--- config.mk ---
export PLATFORM = sky130hd
export DESIGN_NAME = acr_ctrl
export DESIGN_NICKNAME = d
export VERILOG_FILES = /design/src/hw/rtl/aabb_collide_and_resolve_defines.svh /design/src/hw/rtl/acr_pkg.sv /design/src/hw/rtl/acr_ctrl.sv
export SDC_FILE = /design/constraint.sdc
export NUM_CORES = 1
export LEC_CHECK = 0
export ABC_AREA = 0
export BUFFER_PORTS_ARGS = -buffer_cell sky130_fd_sc_hd__buf_2
export CAP_MARGIN = 20
export CORE_UTILIZATION = 40
export CTS_BUF_LIST = sky130_fd_sc_hd__clkbuf_4
export CTS_CLUSTER_DIAMETER = 30
export DETAILED_ROUTE_END_ITERATION = 6
export PLACE_DENSITY_LB_ADDON = 0.05
export SYNTH_ARGS = -nofsm -noshare
export SYNTH_HDL_FRONTEND = slang
export SYNTH_SLANG_ARGS = --single-unit
--- constraint.sdc ---
create_clock -name clk -period 1.9 [get_ports clk]
set_input_delay 0.19 -clock clk [delete_from_list [all_inputs] [get_ports clk]]
set_output_delay 0.19 -clock clk [all_outputs]
set_load 0.05 [all_outputs]
--- src/hw/rtl/aabb_collide_and_resolve_defines.svh ---
// ----------------------------------------------------------------------------
// Assertion macros for the box collision block.
// Each macro expands to one labeled concurrent assertion that is
// disabled while the active-low reset is asserted.
// ----------------------------------------------------------------------------
`ifndef AABB_COLLIDE_AND_RESOLVE_DEFINES_SVH
`define AABB_COLLIDE_AND_RESOLVE_DEFINES_SVH

// Antecedent implies the consequent in the same cycle.
`define ACR_ASSERT_IMP(lbl, clk, rst_n, ante, cons, msg) \
	lbl: assert property (@(posedge clk) disable iff (!rst_n) (ante) |-> (cons)) \
		else $error(msg);

// Antecedent implies the consequent in the next cycle.
`define ACR_ASSERT_NXT(lbl, clk, rst_n, ante, cons, msg) \
	lbl: assert property (@(posedge clk) disable iff (!rst_n) (ante) |=> (cons)) \
		else $error(msg);

`endif

--- src/hw/rtl/acr_pkg.sv ---
// ----------------------------------------------------------------------------
// acr_pkg
// Shared constants, types and helper functions of the box collision block.
// ----------------------------------------------------------------------------
`default_nettype none

package acr_pkg;

	localparam int NUM_BOXES = 16;
	localparam int IDX_W     = (NUM_BOXES > 1) ? $clog2(NUM_BOXES) : 1;
	localparam int POS_W     = 32;
	localparam int EXT_W     = 31;
	localparam int MASS_W    = 16;
	localparam int EDGE_W    = 36;
	localparam int TOT_W     = MASS_W + 1;
	localparam int MOP_W     = TOT_W + 1;
	localparam int PROD_W    = EDGE_W + MOP_W;
	localparam int MAG_W     = PROD_W - 1;
	localparam int DEN_W     = TOT_W + 1;
	localparam int SUM_W     = MAG_W + 2;
	localparam int DCNT_W    = $clog2(MAG_W + 1);

	typedef enum logic [1:0] {
		CMD_LOAD    = 2'd0,
		CMD_COLLIDE = 2'd1,
		CMD_READ    = 2'd2,
		CMD_NONE    = 2'd3
	} cmd_code_t;

	typedef enum logic [1:0] {
		JOB_POS_HI = 2'd0,
		JOB_POS_LO = 2'd1,
		JOB_VEL_HI = 2'd2,
		JOB_VEL_LO = 2'd3
	} job_t;

	typedef struct packed {
		logic signed [POS_W-1:0] pos_x;
		logic signed [POS_W-1:0] pos_y;
		logic signed [POS_W-1:0] vel_x;
		logic signed [POS_W-1:0] vel_y;
		logic [EXT_W-1:0]        wide;
		logic [EXT_W-1:0]        tall;
		logic [MASS_W-1:0]       weight;
	} box_t;

	typedef struct packed {
		logic cap_in;
		logic load_wr;
		logic rd_a;
		logic rd_b;
		logic cap_a;
		logic cap_b;
		logic test;
		logic setup;
		logic mul1;
		logic mul2;
		logic div_start;
		logic apply;
		logic wb_a;
		logic wb_b;
		logic emit;
		logic emit_b;
		job_t job;
	} acr_cmd_t;

	typedef struct packed {
		logic is_read;
		logic resolve;
		logic div_done;
		logic out_free;
	} acr_sts_t;

	function automatic logic [IDX_W-1:0] wrap_idx(input logic [3:0] v);
		logic [31:0] t;
		t = 32'(v) % NUM_BOXES;
		return t[IDX_W-1:0];
	endfunction

	function automatic logic [MASS_W-1:0] eff_mass(input logic [MASS_W-1:0] m);
		return (m == '0) ? MASS_W'(1) : m;
	endfunction

	function automatic logic signed [POS_W-1:0] sat32(input logic signed [SUM_W-1:0] v);
		logic signed [SUM_W-1:0] hi_lim;
		logic signed [SUM_W-1:0] lo_lim;
		hi_lim = $signed({{(SUM_W-POS_W){1'b0}}, 1'b0, {(POS_W-1){1'b1}}});
		lo_lim = $signed({{(SUM_W-POS_W){1'b1}}, 1'b1, {(POS_W-1){1'b0}}});
		if (v > hi_lim) begin
			return hi_lim[POS_W-1:0];
		end else if (v < lo_lim) begin
			return lo_lim[POS_W-1:0];
		end else begin
			return v[POS_W-1:0];
		end
	endfunction

endpackage

`default_nettype wire

--- src/hw/rtl/acr_ctrl.sv ---
// ----------------------------------------------------------------------------
// acr_ctrl
// Command sequencer: steps the datapath through load, read and collide.
// ----------------------------------------------------------------------------
`default_nettype none

module acr_ctrl import acr_pkg::*; (
	input  logic       clk,
	input  logic       arst_n,
	input  logic       in_valid,
	input  logic [1:0] command,
	output logic       in_stall,
	input  acr_sts_t   sts,
	output acr_cmd_t   cmd
);

	typedef enum logic [14:0] {
		S_IDLE   = 15'b000000000000001,
		S_LOAD   = 15'b000000000000010,
		S_RDA    = 15'b000000000000100,
		S_RDB    = 15'b000000000001000,
		S_CAPB   = 15'b000000000010000,
		S_TEST   = 15'b000000000100000,
		S_SETUP  = 15'b000000001000000,
		S_MUL1   = 15'b000000010000000,
		S_MUL2   = 15'b000000100000000,
		S_DSTART = 15'b000001000000000,
		S_DWAIT  = 15'b000010000000000,
		S_APPLY  = 15'b000100000000000,
		S_WBA    = 15'b001000000000000,
		S_WBB    = 15'b010000000000000,
		S_EMIT   = 15'b100000000000000
	} state_t;

	state_t state_q, state_d;
	job_t   job_q, job_d;
	logic   second_q, second_d;

	always_comb begin
		state_d  = state_q;
		job_d    = job_q;
		second_d = second_q;
		cmd      = '0;
		cmd.job  = job_q;
		case (state_q)
			S_IDLE: begin
				if (in_valid) begin
					cmd.cap_in = 1'b1;
					second_d   = 1'b0;
					case (command)
						CMD_LOAD:              state_d = S_LOAD;
						CMD_COLLIDE, CMD_READ: state_d = S_RDA;
						default:               state_d = S_IDLE;
					endcase
				end
			end
			S_LOAD: begin
				cmd.load_wr = 1'b1;
				state_d     = S_IDLE;
			end
			S_RDA: begin
				cmd.rd_a = 1'b1;
				state_d  = S_RDB;
			end
			S_RDB: begin
				cmd.cap_a = 1'b1;
				cmd.rd_b  = 1'b1;
				state_d   = sts.is_read ? S_EMIT : S_CAPB;
			end
			S_CAPB: begin
				cmd.cap_b = 1'b1;
				state_d   = S_TEST;
			end
			S_TEST: begin
				cmd.test = 1'b1;
				state_d  = S_SETUP;
			end
			S_SETUP: begin
				cmd.setup = 1'b1;
				job_d     = JOB_POS_HI;
				state_d   = sts.resolve ? S_MUL1 : S_EMIT;
			end
			S_MUL1: begin
				cmd.mul1 = 1'b1;
				state_d  = S_MUL2;
			end
			S_MUL2: begin
				cmd.mul2 = 1'b1;
				state_d  = S_DSTART;
			end
			S_DSTART: begin
				cmd.div_start = 1'b1;
				state_d       = S_DWAIT;
			end
			S_DWAIT: begin
				if (sts.div_done) begin
					state_d = S_APPLY;
				end
			end
			S_APPLY: begin
				cmd.apply = 1'b1;
				if (job_q == JOB_VEL_LO) begin
					state_d = S_WBA;
				end else begin
					job_d   = job_t'(job_q + 2'd1);
					state_d = S_MUL1;
				end
			end
			S_WBA: begin
				cmd.wb_a = 1'b1;
				state_d  = S_WBB;
			end
			S_WBB: begin
				cmd.wb_b = 1'b1;
				state_d  = S_EMIT;
			end
			S_EMIT: begin
				if (sts.out_free) begin
					cmd.emit   = 1'b1;
					cmd.emit_b = second_q;
					if (sts.is_read || second_q) begin
						state_d = S_IDLE;
					end else begin
						second_d = 1'b1;
					end
				end
			end
			default: begin
				state_d = S_IDLE;
			end
		endcase
	end

	always_ff @(posedge clk or negedge arst_n) begin
		if (!arst_n) begin
			state_q  <= S_IDLE;
			job_q    <= JOB_POS_HI;
			second_q <= 1'b0;
		end else begin
			state_q  <= state_d;
			job_q    <= job_d;
			second_q <= second_d;
		end
	end

	assign in_stall = (state_q != S_IDLE);

endmodule

`default_nettype wire

### Word-level counts from Yosys, hierarchy flattened

Cells that the tools add are included.

* bits in registers: 18
* input port bits: 9
* output and inout port bits: 19
* logic and storage cells: 68

* $add $sub $neg: 1
* equality and inequality tests: 25
* mux-type cells: 31
* reductions and logical operators: 8

Operators with widths (count)
* one-hot mux 15 bit (14 select lines): 1
* two-way mux 15 bit: 6
* two-way mux 1 bit: 16
* == test 15 x 1 -> 1 bit (second input constant): 1
* == test 15 x 10 -> 1 bit (second input constant): 1
* == test 15 x 11 -> 1 bit (second input constant): 1
* == test 15 x 12 -> 1 bit (second input constant): 1
* == test 15 x 13 -> 1 bit (second input constant): 1
* == test 15 x 14 -> 1 bit (second input constant): 1
* == test 15 bit (second input constant): 1
* == test 15 x 2 -> 1 bit (second input constant): 1
* == test 15 x 3 -> 1 bit (second input constant): 1
* == test 15 x 4 -> 1 bit (second input constant): 1
* == test 15 x 5 -> 1 bit (second input constant): 1
* == test 15 x 6 -> 1 bit (second input constant): 1
* == test 15 x 7 -> 1 bit (second input constant): 1
* == test 15 x 8 -> 1 bit (second input constant): 1
* == test 15 x 9 -> 1 bit (second input constant): 1
* != test 15 x 1 -> 1 bit (second input constant): 1
* two-way mux 13 bit: 1
* != test 2 bit (second input constant): 6
* two-way mux 2 bit: 4
* AND reduction 4 bit: 2
* one-hot mux 3 bit (2 select lines): 1
* 10 further kinds: 12

### Longest topological paths before layout

Gate-level depths: netlist (run 1).

* depth after elaboration: 5
* gate-level depth with buffers: 5
* mapped depth without buffers: 4

### Worst setup path before layout (run 1)

Ideal clock, no wire load.

* path kind: register to output
* start: register state_q[4]
* end: output port cmd[15] (netlist name)
* arrival time: 2826 ps
* required time: 1710 ps
* path slack: -1116 ps
* cell stages (with the launch flop): 5
* buffers on the path: 1
* cell sequence: dfrtp_1 > buf_4 > nor4_4 > nand3_2 > nor4b_1

RTL lines
* start, declared: RTL line acr_ctrl.sv:35 `state_t state_q, state_d;`
* start signal, assigned: RTL line acr_ctrl.sv:140 `state_q <= state_d;`
* end, declared: RTL line acr_ctrl.sv:14 `output acr_cmd_t cmd`

==> results of run 1 <==
power by group through the flow:
stage / registers [mW] / logic (mW) / clock network (mW)
2_1_floorplan: 0.420 / 0.189 / 0
3_3_place_gp: 0.417 / 0.282 / 0
3_5_place_dp: 0.418 / 0.286 / 0
4_1_cts: 0.411 / 0.362 / 0.210
5_1_grt: 0.412 / 0.433 / 0.230
6_report: 0.411 / 0.409 / 0.203
cell families after synthesis:
kind of cell             after synthesis
AO/OA/AOI/OAI                         11
buffers and inverters                 20
flip-flops                            18
AND/OR/NAND/NOR                       59
XOR/XNOR                               4
adder cells (fa/ha/maj)                3
multiplexers                           3
area by class of cell:
type | count | area, um2
Fill cell | 218 | 831
Clock inverter | 1 | 3.75
Inverter | 12 | 45.0
Multi-Input combinational cell | 80 | 833
Sequential cell | 18 | 453
Clock buffer | 3 | 22.5
Tap cell | 31 | 38.8
Timing Repair Buffer | 68 | 578
synthesized netlist by cell type:
cell type | number | area share
dfrtp_1 | 17 | 0.35
inv_1 | 12 | 0.037
nor4b_1 | 12 | 0.087
nor2_1 | 7 | 0.022
nand4_1 | 6 | 0.031
nor3b_1 | 5 | 0.031
nor4_4 | 4 | 0.071
o21ai_0 | 4 | 0.017
xor2_1 | 4 | 0.029
and2_1 | 3 | 0.016
buf_4 | 3 | 0.019
clkbuf_1 | 3 | 0.0093
ha_1 | 3 | 0.031
mux2i_1 | 3 | 0.025
nand2_1 | 3 | 0.0093
nand3_1 | 3 | 0.012
nand2b_1 | 2 | 0.010
nor3_1 | 2 | 0.0083
nor4_1 | 2 | 0.010
nor4b_2 | 2 | 0.025
o22ai_1 | 2 | 0.010
a2111o_1 | 1 | 0.0093
a32oi_1 | 1 | 0.0073
and2_0 | 1 | 0.0052
and2b_1 | 1 | 0.0062
and3_1 | 1 | 0.0052
and4_1 | 1 | 0.0073
buf_2 | 1 | 0.0041
buf_6 | 1 | 0.0093
dfstp_2 | 1 | 0.022
nand3_2 | 1 | 0.0083
nand3b_1 | 1 | 0.0062
nand4b_2 | 1 | 0.012
nor3_4 | 1 | 0.013
o2111ai_1 | 1 | 0.0073
o21bai_1 | 1 | 0.0062
o2bb2ai_1 | 1 | 0.0073
worst paths after layout:
kind	from	endpoint	slack, ns	cells past startpoint
worst min register to register	second_q	second_q	0.50	1
worst max-delay path	state_q[4]	cmd[7]	-0.22	5
max in group asynchronous	arst_n	state_q[0]	1.23	2
min in group asynchronous	arst_n	state_q[13]	0.34	2
worst max register to register	state_q[4]	job_q[1]	0.10	7
worst min-delay path	sts[1]	state_q[10]	0.11	2
metrics by stage:
step           area, um2  setup TNS (ns)  worst slack [ns]
2_1_floorplan       1330           -2.76            -0.344
3_3_place_gp        1620               0            0.0236
3_5_place_dp        1620        -0.00145         -0.000955
4_1_cts             1870           -2.11            -0.234
5_1_grt             1970           -3.57            -0.312
6_report            1970           -1.88            -0.216
placed cells by master, fill, tap and decap left out, drive strengths merged:
| cell type | count |
|---|---|
| o2bb2ai | 1 |
| o2111ai | 1 |
| nand3b | 1 |
| a2111o | 1 |
| mux2i | 3 |
| dlygate4sd3 | 1 |
| dfstp | 1 |
| dfrtp | 17 |
| clkinv | 1 |
| and4 | 1 |
| nand4 | 6 |
| and2 | 4 |
| inv | 12 |
| nor4b | 14 |
| clkbuf | 3 |
| buf | 67 |
| nand4b | 1 |
| a32oi | 1 |
| nand2b | 2 |
| xor2 | 4 |
| nor3b | 5 |
| nand3 | 4 |
| ha | 3 |
| and3 | 1 |
| o21ai | 4 |
| nand2 | 3 |
| nor3 | 3 |
| o22ai | 2 |
| o21bai | 1 |
| nor2 | 7 |
| nor4 | 6 |
| and2b | 1 |
sequential cells by signal (all words and copies together) (netlist names):
register	cells
job_q	2
second_q	1
state_q	15
timing repair:
action                                  CTS  global route
gates resized for setup                  41            12
pin swaps                                 9            13
endpoints found under the hold margin    17             0
gates cloned                              0             0
hold buffers                              1             0
endpoints found under the setup margin   17            18
buffers inserted                          8            11
metal layers:
metal | vias to the layer above | GRT usage | wire length (um) | part of all wire
met2 | 20 | 0.363 | 1720 | 0.53
met3 | 7 | 0.0253 | 76 | 0.023
met4 | 0 | 0.0906 | 65 | 0.020
li1 | 560 | - | - | -
met5 | - | 0 | 0 | 0
met1 | 554 | 0.275 | 1380 | 0.43
worst reg2reg max path, delay by kind of cell (launching register included):
family / cells / cell delay [ns]
flip-flops: 1 / 0.43
AND/OR/NAND/NOR: 3 / 0.64
buffers and inverters: 3 / 0.48
AO/OA/AOI/OAI: 1 / 0.16
==> qor.yml, run 1 <==
outcome:
  status: "finished, violations left"
  violations: "DRC, setup timing"
floorplan:
  start_util: 0.430
  row_count: 19
  die-area_um2: 3240
  dieHeight_um: 56.9
  io_pins: 28
  coreArea_um2: 2810
  die_w_um: 56.9
synth:
  yosysSeqAreaShare: 0.374
  synth_top_family_by_area: "simple AND/OR/NAND/NOR gates"
  yosysUniqueCellTypes: 37
  syn-num-nets: 130
  synth_compound_area_frac: 0.0643
  ys_warn_count: 0
  synth.mux.area_fraction: 0.0249
  synth_xor_area_frac: 0.0290
  synth_area_per_cell_um2: 10.2
  synth-simple-area-share: 0.397
  synth_fa_ha_area_frac: 0.0311
  syn_area_um2: 1210
  syn_inst: 118
  yosys_register_bits: 18
routing:
  vias: 1141
  drtAntennaViolNets: 0
  detail_route.iter0.violations: 27
  wl_mm: 3.24
  via_per_inst: 5.36
  routedWlPerCell_um: 15.2
  drc: 4
  drt_first_pass_iters: 6
job:
  maxCapViolCount: 0
sta:
  setup_slack_ns: -0.216
  rsz0062_at_grt: "yes"
  slew_headroom: 0.719
  max_freq_mhz: 472
  setup_viol: 16
  fin_worst_skew_ns: 0.00678
  tightest_slew_ns: 0.421
  fin_hold_ws_ns: 0.107
  timing.final.crit_period_ns: 2.12
  period_share: 1.11
  report.final.slew_viol_count: 0
  timing_hold_violations_final: 0
critical_path:
  crit_family: "simple AND/OR/NAND/NOR gates"
  cp.arrival_ns: 1.93
  cp_max_fo: 4
  max_stage_delay_ns: 0.43
  end_kind: "output pin"
  worstSetupPathType: "flop to output pin"
  start_kind: "flop"
  critPathRequiredTime_ns: 1.71
  critPathSlowestCell: "dfrtp_1"
  crit_buf_inv: 2
  cp_cell_sequence: "nor4_4, buf_4, nand4b_4, nor4b_4, buf_6"
clock_network:
  clock_sinks: 18
  clock_latency_ns: 0.30
  cts_max_path_buffers: 2
  clkTransAtPathRegs_ns: 0.11
  cts_buffers: 3
  tritoncts: "built"
  root_buffer: "clkbuf_4"
  h-tree-depth: 1
placement:
  io_buffers: 27
  hpwlAfterDp_mm: 2.26
  dp_cells: 192
  routabilityCongestion: 0.861
pwr:
  swShare: 0.346
  clkPwrFrac: 0.199
  p_sw_mw: 0.354
  p_int_mw: 0.668
  pwr-share-seq: 0.402
  total_power_mw: 1.02
  ir_drop_mv: 0.498
  p_leak_nw: 0.936
  power.density_nw_per_um2: 518
  power_frac_comb: 0.400
layout:
  fin_nets: 195
  diodes: 0
  drive_gt1_frac: 0.511
  syn_to_final_growth_pct: 63.7
  utilization: 0.704
  final_cell_count_no_fill: 213
grt:
  grt-ovfl-total: 0
  grt_pass1_vias: 1110
  grt.total_usage: 0.214
  grt_max_degree: 19
  grt_first_pass_wirelength_mm: 5.32
  antenna_found_initial: 0
min_path:
  hold_class: "input port to flop"
Power figures use the tool's default switching activity.
==> inputs of run 2 (changes only) <==
- CTS_BUF_LIST: sky130_fd_sc_hd__clkbuf_4 -> sky130_fd_sc_hd__clkbuf_16
==> qor.yml, run 2 (synthesized netlist as in run 1, its figures left out) <==
clock_network:
  cts_buffers: 3
  root_buffer: "clkbuf_16"
  clock_sinks: 18
  clkTransAtPathRegs_ns: 0.05
  cts_max_path_buffers: 2
  clock_latency_ns: 0.25
  tritoncts: "built"
  h-tree-depth: 1
critical_path:
  rrSetupSlack_ns: 0.02
  r2r_cells: 7
  max_stage_delay_ns: 0.41
  end_kind: "output pin"
  cpMostUsedCell: "nor4_4"
  cp_cell_sequence: "nor4_4, buf_4, nand3_4, nor4_4, buf_6"
  r2r-start: "state_q[4]"
  path_depth: 5
  start_kind: "flop"
  startpoint: "state_q[4]"
  crit_family: "simple AND/OR/NAND/NOR gates"
  critPathSlowestCell: "dfrtp_1"
  crit_buf_inv: 2
  cp_max_fo: 5
  cp.arrival_ns: 1.83
  endpoint: "cmd[13]"
  reg2reg_to: "job_q[1]"
  worstSetupPathType: "flop to output pin"
  critPathRequiredTime_ns: 1.71
grt:
  antenna_found_initial: 0
  grt_max_degree: 19
  grt_first_pass_wirelength_mm: 5.32
  grt_pass1_vias: 1123
  grt.total_usage: 0.210
  grt-ovfl-total: 0
layout:
  layout_commonest_cell: "buf_4"
  top_regs: "state_q x15, job_q x2, second_q x1"
  layout_common_cells: "buf_4, dfrtp_1, buf_6"
  largest_reg_flops: 15
  fin_nets: 193
  final_cell_count_no_fill: 211
  syn_to_final_growth_pct: 64.7
  drive_gt1_frac: 0.506
  diodes: 0
  largest-register: "state_q"
routing:
  drtAntennaViolNets: 0
  drt_first_pass_iters: 7
  wl_mm: 3.38
  detail_route.iter0.violations: 28
  vias: 1152
  via_per_inst: 5.46
  routedWlPerCell_um: 16.0
  drc: 4
sta:
  timing.final.crit_period_ns: 2.02
  report.final.slew_viol_count: 0
  setup_slack_ns: -0.124
  fin_worst_skew_ns: 0.00242
  tightest_slew_ns: 0.438
  period_share: 1.07
  timing_hold_violations_final: 0
  slew_headroom: 0.708
  max_freq_mhz: 494
  setup_viol: 14
  rsz0062_at_grt: "yes"
pwr:
  power.density_nw_per_um2: 603
  p_leak_nw: 0.939
  ir_drop_mv: 0.435
  total_power_mw: 1.20
placement:
  io_buffers: 27
  dp_cells: 192
  routabilityCongestion: 0.861
  hpwlAfterDp_mm: 2.26
outcome:
  violations: "DRC, setup timing"
  status: "finished, violations left"
floorplan:
  io_pins: 28
  coreArea_um2: 2810
  row_count: 19
  start_util: 0.430
  die_w_um: 56.9
  dieHeight_um: 56.9
  die-area_um2: 3240
job:
  maxCapViolCount: 0
min_path:
  hold_class: "input port to flop"
## run 2: cell types whose count changed in the layout (fill, tap and decap cells not counted), sizes merged
| cell | previous run | this run |
|---|---|---|
| buf | 67 | 65 |
## run 2: how the worst min path moves through the flow
stage                     startpoint     endpoint  slack (ns)  depth (start not counted)
after floorplan               arst_n     job_q[0]       -0.11                          0
after global placement        arst_n  state_q[14]        0.15                          1
after detailed placement      arst_n   state_q[5]        0.15                          1
after CTS                     sts[1]  state_q[10]        0.17                          2
after global routing          sts[1]  state_q[10]        0.20                          2
final                         sts[1]  state_q[10]        0.17                          2
## run 2: what timing repair did
item | in CTS | in global routing
resized for setup | 34 | 13
endpoints found under the setup margin | 16 | 17
endpoints found under the hold margin | 17 | 0
setup buffers | 8 | 7
hold buffers | 1 | 0
pin swaps | 8 | 7
## run 2: area by class of cell
class,count,area (um2)
multi-input cells,80,828
fillers,212,818
repair buffers,66,544
flip-flops and latches,18,452
clock buffers,3,75.1
inverters,12,45.0
well taps,31,38.8
clock inverters,1,3.75
## run 2: power by group
group          internal, mW  switching [mW]
clock                 0.280           0.143
sequential            0.399          0.0127
combinational         0.158           0.206
## run 2: stage by stage
| step | util | TNS (ns) | hold slack, ns | setup slack, ns | cell area (um2) |
|---|---|---|---|---|---|
| 2_1_floorplan | - | -2.76 | -0.106 | -0.344 | 1330 |
| 6_report | 0.708 | -1.04 | 0.173 | -0.124 | 1990 |
| 5_1_grt | 0.708 | -2.44 | 0.196 | -0.213 | 1990 |
| 4_1_cts | 0.674 | -1.04 | 0.173 | -0.156 | 1890 |
| 3_3_place_gp | 0.578 | 0 | 0.154 | 0.0236 | 1620 |
| 3_5_place_dp | 0.578 | -0.00145 | 0.153 | -0.000955 | 1620 |
## run 2: metal layers
layer / share of wire / vias to the layer above / GRT usage / wire [um]
met5: 0 / - / 0 / 0
met3: 0.022 / 4 / 0.0184 / 75
met2: 0.54 / 23 / 0.375 / 1830
met1: 0.43 / 565 / 0.272 / 1450
met4: 0.0050 / 0 / 0.0557 / 17
li1: - / 560 / - / -
==> inputs of run 3 (changes only) <==
- CORE_UTILIZATION: 40 -> 50
==> qor.yml, run 3 (synthesized netlist as in run 1, its figures left out) <==
outcome:
  status: "finished, violations left"
  violations: "setup timing"
routing:
  drt_first_pass_iters: 5
  routedWlPerCell_um: 24.4
  detail_route.iter0.violations: 78
  via_per_inst: 6.48
  drc: 0
  drtAntennaViolNets: 0
  wl_mm: 5.31
  vias: 1413
pwr:
  p_leak_nw: 0.998
  pwr-share-seq: 0.325
  p_sw_mw: 0.409
  power_frac_comb: 0.336
  ir_drop_mv: 0.698
  p_int_mw: 0.868
  power.density_nw_per_um2: 616
  swShare: 0.320
  clkPwrFrac: 0.339
clock_network:
  clkTransAtPathRegs_ns: 0.05
  h-tree-depth: 1
  root_buffer: "clkbuf_16"
  cts_max_path_buffers: 2
  clock_sinks: 18
  cts_buffers: 3
  tritoncts: "built"
  clock_latency_ns: 0.25
sta:
  tightest_slew_ns: 0.457
  setup_viol: 16
  fin_hold_ws_ns: 0.145
  timing_hold_violations_final: 0
  slew_headroom: 0.691
  timing.final.crit_period_ns: 2.11
  max_freq_mhz: 473
  period_share: 1.11
  setup_slack_ns: -0.213
  fin_tns_setup_ns: -1.85
  report.final.slew_viol_count: 0
  fin_worst_skew_ns: 0.00202
  rsz0062_at_grt: "yes"
floorplan:
  dieHeight_um: 51.1
  start_util: 0.540
  die-area_um2: 2610
  row_count: 17
  die_w_um: 51.1
  coreArea_um2: 2230
  io_pins: 28
layout:
  layout_common_cells: "buf_4, buf_6, dfrtp_1"
  final_cell_count_no_fill: 218
  layout_commonest_cell: "buf_4"
  syn_to_final_growth_pct: 71.9
  diodes: 0
  top_regs: "state_q x15, job_q x2, second_q x1"
  final_area_um2: 2070
  drive_gt1_frac: 0.542
  largest-register: "state_q"
  fin_nets: 203
  largest_reg_flops: 15
critical_path:
  cp_cell_sequence: "nor4_4, buf_4, buf_6, nand4b_4, nor4b_4, buf_6"
  max_stage_delay_ns: 0.40
  worstSetupPathType: "flop to output pin"
  cpMostUsedCell: "buf_6"
  critPathSlowestCell: "dfrtp_1"
  cp.arrival_ns: 1.92
  end_kind: "output pin"
  start_kind: "flop"
  critPathRequiredTime_ns: 1.71
  cp_max_fo: 3
placement:
  dp_cells: 191
  hpwlAfterDp_mm: 2.33
  dp_slack_ns: 0.00000655
  post_dp_cell_area_um2: 1630
  io_buffers: 27
  routabilityCongestion: 0.876
job:
  maxCapViolCount: 0
grt:
  grt_first_pass_wirelength_mm: 6.98
  grt.total_usage: 0.390
  antenna_found_initial: 0
  grt_max_degree: 19
  grt-ovfl-total: 0
  grt_pass1_vias: 1324
min_path:
  hold_class: "input port to flop"
run 3: changes by cell type in the layout (fill, tap and decap cells not counted), moves of 2 or more:
cell     delta
dfrtp_2     +3
buf_4       +3
nor4b_2     +3
buf_6       +7
nor4b_1     -2
dfrtp_1     -3
run 3: per-stage QoR:
step	util	power, mW
after floorplan	-	0.610
after global placement	0.731	0.707
after detailed placement	0.731	0.713
after CTS	0.890	1.20
after global routing	0.928	1.31
final	0.928	1.28
run 3: power groups by stage:
stage          Sequential [mW]  Clock, mW  Combinational, mW
5_1_grt                  0.415      0.449              0.444
3_3_place_gp             0.418          0              0.290
2_1_floorplan            0.420          0              0.189
3_5_place_dp             0.419          0              0.295
4_1_cts                  0.412      0.432              0.361
6_report                 0.415      0.432              0.430
run 3: critical path, delay by kind of cell (launching register included):
kind                   cells  cell delay (ns)
DFF                        1             0.40
buffers and inverters      3             0.47
and+or+nand+nor            3             0.79
run 3: worst paths after layout:
path                             from          end  slack [ns]  cells after the start
min                            sts[1]  state_q[10]        0.15                      2
max in group asynchronous      arst_n   state_q[0]        1.18                      2
max                        state_q[7]       cmd[7]       -0.21                      6
max reg2reg                state_q[8]     job_q[1]        0.05                      6
min in group asynchronous      arst_n   state_q[3]        0.40                      2
min reg2reg                  job_q[0]     job_q[0]        0.53                      1
run 3: repair_timing:
item,in CTS,in global routing
buffers inserted,16,7
endpoints found under the setup margin,16,20
hold endpoints to repair,17,0
gates resized for setup,42,12
hold buffers,1,0
pin swaps,15,12
run 3: area by class of cell:
cell class,instances,area [um2]
inverter,12,45.0
sequential,18,455
tap,28,35.0
fill,72,160
clock buffer,3,75.1
multi-input combinational,80,813
clock inverter,1,3.75
timing repair buffer,76,646
run 3: routing by layer:
metal / part of all wire / wire length [um] / GRT usage / vias to the layer above
li1: - / - / - / 577
met1: 0.35 / 1840 / 0.418 / 687
met2: 0.49 / 2610 / 0.654 / 105
met3: 0.095 / 505 / 0.104 / 44
met4: 0.066 / 353 / 0.287 / 0
met5: 0 / 0 / 0 / -
